==> config.mk <==
export PLATFORM = sky130hd
export DESIGN_NAME = ptr_front
export DESIGN_NICKNAME = d
export VERILOG_FILES = /design/src/rtl/ptr_pkg.sv /design/src/rtl/ptr_front.sv
export SDC_FILE = /design/constraint.sdc
export NUM_CORES = 2
export LEC_CHECK = 0
export BUFFER_PORTS_ARGS = -buffer_cell sky130_fd_sc_hd__clkbuf_2
export CORE_ASPECT_RATIO = 0.7
export CORE_MARGIN = 4
export CORE_UTILIZATION = 30
export DETAILED_ROUTE_END_ITERATION = 6
export GPL_TIMING_DRIVEN = 0
export PLACE_DENSITY = 0.52
export SYNTH_ARGS = -nofsm -noshare
export SYNTH_HDL_FRONTEND = slang
export SYNTH_SLANG_ARGS = --single-unit
==> constraint.sdc <==
create_clock -name clk -period 9.21 [get_ports clk]
set_input_delay 0.4605 -clock clk [delete_from_list [all_inputs] [get_ports clk]]
set_output_delay 0.4605 -clock clk [all_outputs]
set_load 0.01 [all_outputs]
==> src/rtl/ptr_pkg.sv <==
// Shared types, constants and saturation helpers for the packet timestamp retimer.
package ptr_pkg;

  localparam int FRAC_BITS  = 16;
  localparam int TS_W       = 63;
  localparam int CFG_DATA_W = 63;
  localparam int CFG_IDX_W  = 3;
  localparam int PAUSE_W    = 40;
  localparam int BYTES_W    = 16;
  localparam int AMT_W      = 56;
  localparam int PROD_W     = 96;

  localparam logic [FRAC_BITS-1:0] FRAC_MASK = {FRAC_BITS{1'b1}};
  localparam logic [63:0] S64_MAX = {1'b0, {63{1'b1}}};
  localparam logic [63:0] S64_MIN = {1'b1, {63{1'b0}}};

  localparam logic [1:0] ADJ_SCALE = 2'd0;
  localparam logic [1:0] ADJ_RATE  = 2'd1;
  localparam logic [1:0] ADJ_BAND  = 2'd2;

  localparam logic [1:0] START_INPUT   = 2'd0;
  localparam logic [1:0] START_ABS     = 2'd1;
  localparam logic [1:0] START_CURRENT = 2'd2;

  localparam logic ACT_PACKET = 1'b0;
  localparam logic ACT_PAUSE  = 1'b1;

  localparam logic [CFG_IDX_W-1:0] REG_ADJUST_MODE  = 3'd0;
  localparam logic [CFG_IDX_W-1:0] REG_START_MODE   = 3'd1;
  localparam logic [CFG_IDX_W-1:0] REG_START_OFFSET = 3'd2;
  localparam logic [CFG_IDX_W-1:0] REG_START_AT     = 3'd3;
  localparam logic [CFG_IDX_W-1:0] REG_GAP_SCALE    = 3'd4;
  localparam logic [CFG_IDX_W-1:0] REG_PACKET_GAP   = 3'd5;
  localparam logic [CFG_IDX_W-1:0] REG_BYTE_TIME    = 3'd6;

  typedef struct packed {
    logic [1:0]  adjust_mode;
    logic [1:0]  start_mode;
    logic [62:0] start_offset_ns;
    logic [62:0] start_at_ns;
    logic [31:0] gap_scale_q16;
    logic [47:0] packet_gap_ns_q16;
    logic [39:0] byte_time_ns_q16;
  } cfg_t;

  typedef struct packed {
    logic              pause;
    logic              first;
    logic              neg;
    logic [TS_W-1:0]   mag;
    logic [63:0]       t1;
    logic [TS_W-1:0]   x;
    logic [AMT_W-1:0]  amount;
    logic [PAUSE_W-1:0] pause_ns;
  } front_item_t;

  typedef struct packed {
    logic                 pause;
    logic                 first;
    logic [AMT_W-1:0]     amount;
    logic [PAUSE_W-1:0]   pause_ns;
    logic [63:0]          start;
    logic [63:0]          off;
    logic [FRAC_BITS-1:0] off_frac;
  } scale_item_t;

  function automatic logic sat_top(input logic [64:0] s);
    return s[64:63] == 2'b01;
  endfunction

  function automatic logic sat_bottom(input logic [64:0] s);
    return s[64:63] == 2'b10;
  endfunction

  // clamp a 65-bit signed sum to the signed 64-bit range
  function automatic logic [63:0] sat_clamp(input logic [64:0] s);
    logic [63:0] r;
    if (sat_top(s)) begin
      r = S64_MAX;
    end else if (sat_bottom(s)) begin
      r = S64_MIN;
    end else begin
      r = s[63:0];
    end
    return r;
  endfunction

endpackage

==> src/rtl/ptr_front.sv <==
// Input stage: first-packet tracking, gap magnitude, start terms and advance amount.
module ptr_front (
  input  logic                          clk,
  input  logic                          rst,
  input  ptr_pkg::cfg_t                 cfg,
  input  logic                          in_valid,
  output logic                          in_ready,
  input  logic                          action,
  input  logic [ptr_pkg::TS_W-1:0]      packet_ts_ns,
  input  logic [ptr_pkg::BYTES_W-1:0]   packet_bytes,
  input  logic [ptr_pkg::TS_W-1:0]      now_ns,
  input  logic [ptr_pkg::PAUSE_W-1:0]   pause_ns,
  output logic                          item_valid,
  input  logic                          item_ready,
  output ptr_pkg::front_item_t          item
);
  import ptr_pkg::*;

  logic               started;
  logic [TS_W-1:0]    ref_ns;
  logic [TS_W-1:0]    pause_acc;
  logic [BYTES_W-1:0] last_bytes;

  logic               take;
  logic               is_pause;
  logic               is_first;
  logic [TS_W-1:0]    ref_sel;
  logic [63:0]        acc_sum;
  logic [64:0]        t1_sum;
  logic [AMT_W-1:0]   band_amount;
  front_item_t        item_next;

  assign in_ready = !item_valid || item_ready;
  assign take     = in_valid && in_ready;
  assign is_pause = (action == ACT_PAUSE);
  assign is_first = !is_pause && !started;
  assign ref_sel  = is_first ? packet_ts_ns : ref_ns;

  // pauses seen before the first packet push the start time
  assign acc_sum = {1'b0, pause_acc} + {24'b0, pause_ns};
  assign t1_sum  = {2'b0, pause_acc} + {{2{cfg.start_offset_ns[62]}}, cfg.start_offset_ns};
  assign band_amount = AMT_W'(cfg.byte_time_ns_q16) * AMT_W'(last_bytes);

  always_comb begin
    item_next.pause    = is_pause;
    item_next.first    = is_first;
    item_next.neg      = packet_ts_ns < ref_sel;
    item_next.mag      = item_next.neg ? (ref_sel - packet_ts_ns) : (packet_ts_ns - ref_sel);
    item_next.t1       = sat_clamp(t1_sum);
    item_next.x        = (cfg.start_mode == START_CURRENT) ? now_ns : packet_ts_ns;
    item_next.amount   = (cfg.adjust_mode == ADJ_RATE) ? AMT_W'(cfg.packet_gap_ns_q16)
                                                       : band_amount;
    item_next.pause_ns = pause_ns;
  end

  always_ff @(posedge clk) begin
    if (rst) begin
      item_valid <= 1'b0;
      started    <= 1'b0;
      ref_ns     <= '0;
      pause_acc  <= '0;
      last_bytes <= '0;
    end else begin
      if (in_ready) begin
        item_valid <= in_valid;
      end
      if (take && is_first) begin
        started <= 1'b1;
        ref_ns  <= packet_ts_ns;
      end
      if (take && is_pause && !started) begin
        pause_acc <= acc_sum[63] ? {TS_W{1'b1}} : acc_sum[TS_W-1:0];
      end
      if (take && !is_pause) begin
        last_bytes <= packet_bytes;
      end
    end
  end

  always_ff @(posedge clk) begin
    if (take) begin
      item <= item_next;
    end
  end

  a_started_holds: assert property (@(posedge clk) disable iff (rst)
    started |=> started)
    else $error("first-packet flag dropped without reset");

  a_first_zero_gap: assert property (@(posedge clk) disable iff (rst)
    item_valid && item.first |-> !item.pause && item.mag == '0)
    else $error("first packet item carries a pause or a nonzero gap");

endmodule

==> impl_metrics.yaml <==
run_status:
  status: "finished, violations left"
  failed_checks: "design-rule violations"
timing:
  fin_crit_sh_pct: 97.1
  slew_headroom_pct: 7.18
  setup_viol_count_final: 0
  worst_pin_slew_ns: 1.39
  layout_min_cycle_time_ns: 8.95
  fin_ws_ns: 0.265
  hold_viol: 0
  tns_ns: 0
  max_freq_ghz: 0.112
  slew_violations: 0
  fin_worst_skew_ns: 0.0309
grt:
  grt_max_degree: 99
  grt-ovfl-total: 0
  grt_use_total_pct: 22.9
  grt_pass1_wl_mm: 295
  antenna_found_initial: 44
  grt_pass1_vias: 44000
setup_path:
  reg2regPathDepth: 27
  path_common_cell: "fa_1"
  worstSetupStartpointType: "flip-flop"
  endpoint_kind: "flip-flop"
  critical_path.max_stage_delay_ns: 0.80
  cp.buffers_inverters: 8
  worstSetupPathType: "reg -> reg"
  r2r_slack_ns: 0.26
  critPathTopFamily: "adder cells"
  crit_arrival_ns: 9.34
  path_max_fanout: 10
  path_depth: 27
  slowest_stage: "clkdlybuf4s15_1"
  required_ns: 9.61
placed_design:
  dpl_worst_slack_ns: 0.393
  dp.cells: 8643
  hpwl_mm: 171
  gp_congestion: 0.964
  portBuffers: 631
  postPlaceCellArea_mm2: 0.0560
yosys:
  syn_area_mm2: 0.0499
  ys.warnings.count: 0
  synth_cell_type_count: 86
  synth_flop_cell: "edfxtp_1"
  async_flop_share_pct: 0
  synth_edf_count: 289
  synthCells: 5800
  ys_ff_latch: 433
  avgSynthCellArea_um2: 8.60
  yosysSeqAreaShare_pct: 23.2
  synth.net_count: 7128
final_layout:
  fin_cells: 8790
  fillers: 17200
  fin_nets: 7844
  layout-drive-gt1-share_pct: 12.0
  final_util_pct: 35.3
  final_cell_area_mm2: 0.0580
  layout_commonest_cell: "nand2_1"
  syn_to_final_growth_pct: 16.3
  layout_common_cells: "nand2_1, inv_1, clkbuf_2"
cts:
  clockBufferDepth: 3
  cts_max_level: 2
  cts_root_buf: "clkbuf_16"
  cts_num_sinks: 433
  cts_setup_buffers: 0
  clk_pin_slew_worst_paths_ns: 0.06
  tritoncts: "done"
  clock_latency_ns: 0.66
  cts_buffers: 51
floorplanning:
  dieArea_mm2: 0.173
  core_area_mm2: 0.164
  rows: 124
  dieWidth_um: 495
  io_pins: 728
  initial_utilization_pct: 30.4
  die-height_um: 349
power_and_ir_drop:
  peakVddDrop_mv: 0.123
  leakage_nw: 26.3
  powerDensity_mw_per_mm2: 143
route:
  routedWlPerCell_um: 23.2
  viasPerCell: 5.11
  vias: 44900
  drtIter0Drc: 4111
  wirelength_mm: 204
  drc: 1
  antenna_left: 0
  firstDrtPassIters: 7
min_path:
  hold_class: "in -> reg"
  min_path_cells: 1
flow_run:
  maxCapViolations: 0
metal layers:
layer  vias up  track usage (%)  wire length (µm)
met4         6             9.82              8190
met5         -                0                39
met1     22100             32.2             91100
li1      20800                -                 -
met2      1790             32.9             85700
met3       277             5.92             18700
worst paths after layout:
kind / start / endpoint
worst max-delay path: last_bytes[8] / item[93]
worst min-delay path: pause_ns[20] / item[20]
worst max register to register: last_bytes[8] / item[93]
worst min register to register: ref_ns[57] / ref_ns[57]
timing repair:
item / in CTS / in global routing
hold buffers: 25 / 0
hold endpoints to repair: 25 / 0
gates resized for setup: 0 / 8
endpoints found under the setup margin: 0 / 2
final cells by class:
class	count	area (µm²)	area share, %
Multi-Input combinational cell	4285	34200	58.9
Sequential cell	433	11600	19.9
Timing Repair Buffer	663	3550	6.13
Inverter	770	2910	5.02
Tap cell	2205	2760	4.76
Clock buffer	65	1390	2.40
Buffer	312	1280	2.21
Clock inverter	29	285	0.492
Antenna cell	28	70.1	0.121
through the flow:
step	hold slack, ns	total power [W]
final	0.0529	0.00832
after global routing	0.0236	0.00886
after CTS	0.0000399	0.00836
after detailed placement	0.446	0.00619
after global placement	0.441	0.00620
after floorplan	0.436	0.00482
cell families (layout without fill, tap and decap cells):
group           count (synthesis)  after routing  synth area share, %
compound gates               1367           1367                 16.8
xor+xnor                      215            215                 3.78
fa+ha+maj                     895            895                 30.5
buf+inv                      1082           1839                 8.34
flops                         433            433                 23.2
mux                            77             77                 1.56
other cells                     0             28                    0
simple gates                 1731           1731                 15.9
synth_stat cells (all sizes together), types with 103 or more instances:
cell type | instances | area, µm²
nand2 | 884 | 3320
inv | 769 | 2890
fa | 534 | 10700
a21oi | 517 | 2590
ha | 357 | 4470
o21ai | 314 | 1570
edfxtp | 289 | 8680
clkbuf | 267 | 1010
nor2 | 260 | 978
and2 | 247 | 1550
a21o | 152 | 1140
dfxtp | 144 | 2880
xnor2 | 112 | 981
xor2 | 103 | 902
power by group:
group | total, W | internal, W | switching [W]
Combinational | 0.00376 | 0.00129 | 0.00246
Clock | 0.00210 | 0.00116 | 0.000942
Sequential | 0.00246 | 0.00237 | 0.0000871
sequential cells by signal, indices dropped and copies added, names as in the netlist:
signal      cells
item          289
item_valid      1
last_bytes     16
pause_acc      63
ref_ns         63
started         1
No activity file was read; power rests on OpenSTA's default activity.
