<file path="src/rtl/ptr_pkg.sv">
// Shared types, constants and saturation helpers for the packet timestamp retimer.
package ptr_pkg;

  localparam int FRAC_BITS  = 16;
  localparam int TS_W       = 63;
  localparam int CFG_DATA_W = 63;
  localparam int CFG_IDX_W  = 3;
  localparam int PAUSE_W    = 40;
  localparam int BYTES_W    = 16;
  localparam int AMT_W      = 56;
  localparam int PROD_W     = 96;

  localparam logic [FRAC_BITS-1:0] FRAC_MASK = {FRAC_BITS{1'b1}};
  localparam logic [63:0] S64_MAX = {1'b0, {63{1'b1}}};
  localparam logic [63:0] S64_MIN = {1'b1, {63{1'b0}}};

  localparam logic [1:0] ADJ_SCALE = 2'd0;
  localparam logic [1:0] ADJ_RATE  = 2'd1;
  localparam logic [1:0] ADJ_BAND  = 2'd2;

  localparam logic [1:0] START_INPUT   = 2'd0;
  localparam logic [1:0] START_ABS     = 2'd1;
  localparam logic [1:0] START_CURRENT = 2'd2;

  localparam logic ACT_PACKET = 1'b0;
  localparam logic ACT_PAUSE  = 1'b1;

  localparam logic [CFG_IDX_W-1:0] REG_ADJUST_MODE  = 3'd0;
  localparam logic [CFG_IDX_W-1:0] REG_START_MODE   = 3'd1;
  localparam logic [CFG_IDX_W-1:0] REG_START_OFFSET = 3'd2;
  localparam logic [CFG_IDX_W-1:0] REG_START_AT     = 3'd3;
  localparam logic [CFG_IDX_W-1:0] REG_GAP_SCALE    = 3'd4;
  localparam logic [CFG_IDX_W-1:0] REG_PACKET_GAP   = 3'd5;
  localparam logic [CFG_IDX_W-1:0] REG_BYTE_TIME    = 3'd6;

  typedef struct packed {
    logic [1:0]  adjust_mode;
    logic [1:0]  start_mode;
    logic [62:0] start_offset_ns;
    logic [62:0] start_at_ns;
    logic [31:0] gap_scale_q16;
    logic [47:0] packet_gap_ns_q16;
    logic [39:0] byte_time_ns_q16;
  } cfg_t;

  typedef struct packed {
    logic              pause;
    logic              first;
    logic              neg;
    logic [TS_W-1:0]   mag;
    logic [63:0]       t1;
    logic [TS_W-1:0]   x;
    logic [AMT_W-1:0]  amount;
    logic [PAUSE_W-1:0] pause_ns;
  } front_item_t;

  typedef struct packed {
    logic                 pause;
    logic                 first;
    logic [AMT_W-1:0]     amount;
    logic [PAUSE_W-1:0]   pause_ns;
    logic [63:0]          start;
    logic [63:0]          off;
    logic [FRAC_BITS-1:0] off_frac;
  } scale_item_t;

  function automatic logic sat_top(input logic [64:0] s);
    return s[64:63] == 2'b01;
  endfunction

  function automatic logic sat_bottom(input logic [64:0] s);
    return s[64:63] == 2'b10;
  endfunction

  // clamp a 65-bit signed sum to the signed 64-bit range
  function automatic logic [63:0] sat_clamp(input logic [64:0] s);
    logic [63:0] r;
    if (sat_top(s)) begin
      r = S64_MAX;
    end else if (sat_bottom(s)) begin
      r = S64_MIN;
    end else begin
      r = s[63:0];
    end
    return r;
  endfunction

endpackage

</file>
<file path="src/rtl/ptr_commit.sv">
// Commit stage: last output time state, pause and advance arithmetic, output register.
module ptr_commit (
  input  logic                         clk,
  input  logic                         rst,
  input  ptr_pkg::cfg_t                cfg,
  input  logic                         item_valid,
  output logic                         item_ready,
  input  ptr_pkg::scale_item_t         item,
  output logic                         out_valid,
  input  logic                         out_stall,
  output logic [ptr_pkg::TS_W-1:0]     ts_out_ns
);
  import ptr_pkg::*;

  logic [63:0]          last_out, last_out_next;
  logic [FRAC_BITS-1:0] last_frac, last_frac_next;
  logic [63:0]          base_out, base_out_next;

  logic                          take;
  logic [63:0]                   cur_l, cur_base;
  logic [FRAC_BITS-1:0]          cur_frac;
  logic [64:0]                   pause_sum, adv_sum, scl_sum;
  logic [FRAC_BITS:0]            frac_sum;
  logic [AMT_W-FRAC_BITS:0]      whole;

  assign item_ready = !out_valid || !out_stall;
  assign take       = item_valid && item_ready;

  // first packet: load the start time before retiming
  assign cur_l    = item.first ? item.start : last_out;
  assign cur_frac = item.first ? '0 : last_frac;
  assign cur_base = item.first ? item.start : base_out;

  assign pause_sum = {last_out[63], last_out} + 65'(item.pause_ns);
  assign frac_sum  = {1'b0, cur_frac} + {1'b0, item.amount[FRAC_BITS-1:0]};
  assign whole     = {1'b0, item.amount[AMT_W-1:FRAC_BITS]} + (AMT_W-FRAC_BITS+1)'(frac_sum[FRAC_BITS]);
  assign adv_sum   = {cur_l[63], cur_l} + 65'(whole);
  assign scl_sum   = {cur_base[63], cur_base} + {item.off[63], item.off};

  always_comb begin
    last_out_next  = last_out;
    last_frac_next = last_frac;
    base_out_next  = base_out;
    if (item.pause) begin
      last_out_next  = sat_clamp(pause_sum);
      last_frac_next = sat_top(pause_sum) ? FRAC_MASK : last_frac;
    end else begin
      base_out_next = cur_base;
      case (cfg.adjust_mode)
        ADJ_RATE, ADJ_BAND: begin
          last_out_next  = sat_clamp(adv_sum);
          last_frac_next = sat_top(adv_sum) ? FRAC_MASK : frac_sum[FRAC_BITS-1:0];
        end
        default: begin
          last_out_next = sat_clamp(scl_sum);
          if (sat_top(scl_sum)) begin
            last_frac_next = FRAC_MASK;
          end else if (sat_bottom(scl_sum)) begin
            last_frac_next = '0;
          end else begin
            last_frac_next = item.off_frac;
          end
        end
      endcase
    end
  end

  always_ff @(posedge clk) begin
    if (rst) begin
      out_valid <= 1'b0;
      last_out  <= '0;
      last_frac <= '0;
      base_out  <= '0;
    end else begin
      if (item_ready) begin
        out_valid <= item_valid && !item.pause;
      end
      if (take) begin
        last_out  <= last_out_next;
        last_frac <= last_frac_next;
        base_out  <= base_out_next;
      end
    end
  end

  // floor is already taken; clamp negative times to zero
  always_ff @(posedge clk) begin
    if (take && !item.pause) begin
      ts_out_ns <= last_out_next[63] ? '0 : last_out_next[TS_W-1:0];
    end
  end

  a_result_from_packet: assert property (@(posedge clk) disable iff (rst)
    $rose(out_valid) |-> $past(take && !item.pause))
    else $error("result raised without a packet item committed");

endmodule

</file>
<file path="config.mk">
export PLATFORM = sky130hd
export DESIGN_NAME = ptr_commit
export DESIGN_NICKNAME = d
export VERILOG_FILES = /design/src/rtl/ptr_pkg.sv /design/src/rtl/ptr_commit.sv
export SDC_FILE = /design/constraint.sdc
export NUM_CORES = 1
export LEC_CHECK = 0
export BUFFER_PORTS_ARGS = -buffer_cell sky130_fd_sc_hd__buf_2
export CAP_MARGIN = 0
export CORE_AREA = 2 2 219 221
export DETAILED_ROUTE_END_ITERATION = 10
export DIE_AREA = 0 0 221 223
export PLACE_DENSITY = 0.81
export SLEW_MARGIN = 20
export SYNTH_ARGS = -nofsm -noshare
export SYNTH_HDL_FRONTEND = slang
export SYNTH_SLANG_ARGS = --single-unit
</file>
<file path="constraint.sdc">
create_clock -name clk -period 10.97 [get_ports clk]
set_clock_uncertainty 0.1 [all_clocks]
set_input_delay 0.5485 -clock clk [delete_from_list [all_inputs] [get_ports clk]]
set_output_delay 0.5485 -clock clk [all_outputs]
set_load 0.05 [all_outputs]
</file>
==> impl_metrics.csv <==
group,metric,value,unit
run,cap_viol_max_count,0,
sta,max_slew_margin,26.2,%
global_route,grt_antenna_before_repair,9,
synthesis,async_flop_share,0,%
placement,hpwlAfterDp,64200,um
global_route,grt_start_max_net_pins,90,
cells_and_area,drive_above_1_share,14.2,%
pwr,ir_worst_vdd,0.124,mV
outcome,run_status,"complete, no violations",
sta,grt_setup_unrepaired,"no",
sta,setup_viol,0,
routing,wl,81900,um
synthesis,synth_top_cell_by_area,"dfxtp_1",
synthesis,synth-seq-cells,208,
synthesis,synth_top_area_share,13.6,%
pwr,p_per_area,133,mW/mm^2
sta,hold_viol_final,0,
sta,period_minus_slack,8.97,ns
synthesis,yosysSeqAreaShare,22.4,%
global_route,track_usage,31.3,%
synthesis,yosysMostFrequentCell,"nand2_1",
synthesis,syn_nets,3601,
global_route,grt_overflow,0,
synthesis,yosys_most_used_dff,"dfxtp_1",
sta,clock.fmax,112,MHz
synthesis,synthCells,2938,
pwr,power_frac_seq,28.7,%
clock_network,clock_path_buffers,3,
routing,first_pass_iters,6,
min_path,hp-class,"in2reg",
pwr,comb_power_share,42.6,%
pwr,swShare,41.7,%
setup_path,crit_path_end_kind,"register",
cells_and_area,fin_nets,3794,
setup_path,cpMostUsedCell,"ha_1",
setup_path,cp.arrival,9.14,ns
clock_network,cts_tree,"yes",
sta,report.final.slew_viol_count,0,
setup_path,critPathLaunchType,"register",
pwr,p_sw,1.34,mW
clock_network,clkLatencyLatePin,0.58,ns
placement,numPortBuffers,312,
pwr,leakage,9.81,nW
setup_path,critPathMaxStageDelay,0.61,ns
setup_path,r2r_end,"ts_out_ns[42]",
clock_network,clkSinkCount,208,
setup_path,critPathCapture,"ts_out_ns[42]",
setup_path,required,11.14,ns
floorplanning,dieArea,0.0493,mm^2
routing,drtIter0Drc,3396,
floorplanning,io_pins,561,
synthesis,yosysWarnings,0,
synthesis,synth_commonest_cells,"nand2_1, a21oi_1, o21ai_0",
synthesis,syn_area_per_cell,7.28,um^2
setup_path,critPathKind,"reg2reg",
global_route,grt_pass1_vias,20290,
setup_path,crit_cells,34,
setup_path,reg2reg_slack,2.00,ns
routing,ant_nets,0,
setup_path,path_buf_inv,1,
setup_path,crit_family,"simple AND/OR/NAND/NOR gates",
floorplanning,die_w,221,um
placement,gp_congestion,0.975,
pwr,p_int,1.87,mW
routing,post_drt_wl_per_cell,21.7,um
routing,vias,23530,
synthesis,synth_edf_count,63,
clock_network,cts_buffers,27,
clock_network,cts-root-buf,"clkbuf_16",
clock_network,cts_hold_buf,0,
floorplanning,rows,80,
floorplanning,start_util,45.4,%
pwr,finalPower,3.20,mW
setup_path,r2r_start,"last_frac[0]",
setup_path,r2r_cells,34,
setup_path,crit_fanout,17,
sta,tightest_slew,1.09,ns
synthesis,syn-cell-area,0.0214,mm^2
clock_network,h-tree-depth,1,
synthesis,synthDistinctLibCells,87,
sta,final.period_utilization,81.7,%
routing,avgViaCountPerCell,6.24,
routing,drcViolationCount,0,
synthesis,synth_area_leaders,"dfxtp_1, ha_1, edfxtp_1",
floorplanning,core_area,0.0471,mm^2
clock_network,cts_resized,0,
setup_path,critPathLaunch,"last_frac[0]",
cells_and_area,area_growth_syn_to_layout,12.8,%
clock_network,cts_setup_buffers,0,
pwr,p_clk_share,28.7,%
sta,tns,0,ns
global_route,grt_first_pass_wirelength,121000,um
clock_network,clk_pin_slew_worst_paths,0.06,ns
setup_path,critical-path-slowest-cell,"nor3_1",
floorplanning,die_y,223,um
## metrics by stage
stage / worst slack (ns) / utilization (%) / std cells / hold slack (ns) / area (um^2)
6_report: 2.00 / 51.2 / 3770 / 0.135 / 24100
2_1_floorplan: 2.52 / - / 2938 / 0.351 / 21400
3_5_place_dp: 1.79 / 49.2 / 3717 / 0.365 / 23200
5_1_grt: 1.51 / 51.2 / 3766 / 0.161 / 24100
4_1_cts: 2.24 / 51.2 / 3766 / 0.126 / 24100
3_3_place_gp: 1.84 / 49.2 / 3717 / 0.358 / 23200
## worst min path at each step
stage,startpoint,to,slack [ns],cells past startpoint
CTS,out_stall,out_valid,0.13,3
detailed placement,base_out[52],base_out[52],0.37,2
floorplan,base_out[41],base_out[41],0.35,2
global route,out_stall,out_valid,0.16,3
finish,out_stall,out_valid,0.14,3
global placement,base_out[58],base_out[58],0.36,2
## cell usage in the layout (no fill, tap or decap), types with 21 or more instances in the layout
master | synthesis | routed
o221ai_1 | 23 | 23
dfxtp_1 | 145 | 145
nor3_1 | 60 | 60
and3_1 | 28 | 28
a221oi_1 | 21 | 21
nand2_1 | 371 | 370
ha_1 | 163 | 163
nor2_1 | 204 | 203
a21oi_1 | 323 | 323
edfxtp_1 | 63 | 63
o211ai_1 | 26 | 26
nand4_1 | 43 | 43
o21bai_1 | 28 | 28
buf_4 | 8 | 25
a31oi_1 | 28 | 28
clkbuf_16 | 0 | 27
nor2b_1 | 32 | 32
a21o_1 | 59 | 59
or3_1 | 27 | 27
inv_1 | 135 | 135
o21ai_0 | 308 | 308
xnor2_1 | 149 | 149
nand3_1 | 97 | 97
o21a_1 | 24 | 24
buf_2 | 27 | 310
xor2_1 | 73 | 72
a211oi_1 | 28 | 28
## routing by layer
metal	global-route usage (%)	part of all wire [%]	wire [um]	vias up
met5	0	0.10	82	-
met3	6.69	14	11100	136
li1	-	-	-	11096
met4	6.65	2.3	1890	12
met1	50.3	47	38500	10799
met2	41.3	37	30300	1487
## worst register-to-register path, delay by kind of cell (launching register included)
family | cells | cell delay (ns)
buffers and inverters | 1 | 0.22
adder cells (fa/ha/maj) | 5 | 1.14
XOR/XNOR | 1 | 0.41
AND/OR/NAND/NOR | 13 | 3.13
flip-flops | 1 | 0.32
multiplexers | 1 | 0.29
AO/OA/AOI/OAI | 13 | 3.07
## sequential cells by signal, summed over array words and instances (netlist names)
register	count
base_out	64
last_frac	16
ts_out_ns	63
last_out	64
out_valid	1
## logic make-up (layout without fill, tap and decap cells)
kind of cell,after synthesis,after routing,share of synthesized area (%)
compound gates,1054,1054,30.7
flops,208,208,22.4
fa+ha+maj,167,167,9.91
simple gates,941,941,20.1
buf+inv,307,520,5.81
mux,39,39,1.99
other cells,0,4,0
xor+xnor,222,222,9.09
## area by class of cell
type | count | area (um^2)
fill | 4646 | 23000
timing repair buffer | 336 | 1750
tap | 615 | 769
sequential | 208 | 4790
multi-input combinational | 2423 | 15400
antenna | 4 | 10.0
inverter | 135 | 507
clock buffer | 35 | 756
clock inverter | 14 | 148
## power groups by stage
stage                     registers (mW)  clock network [mW]  logic (mW)
after global routing               0.924               0.954        1.46
after floorplan                    0.984                   0       0.866
after detailed placement           0.932                   0        1.31
after global placement             0.929                   0        1.31
final                              0.918               0.919        1.37
after CTS                          0.915               0.925        1.32
Power figures use the tool's default switching activity.
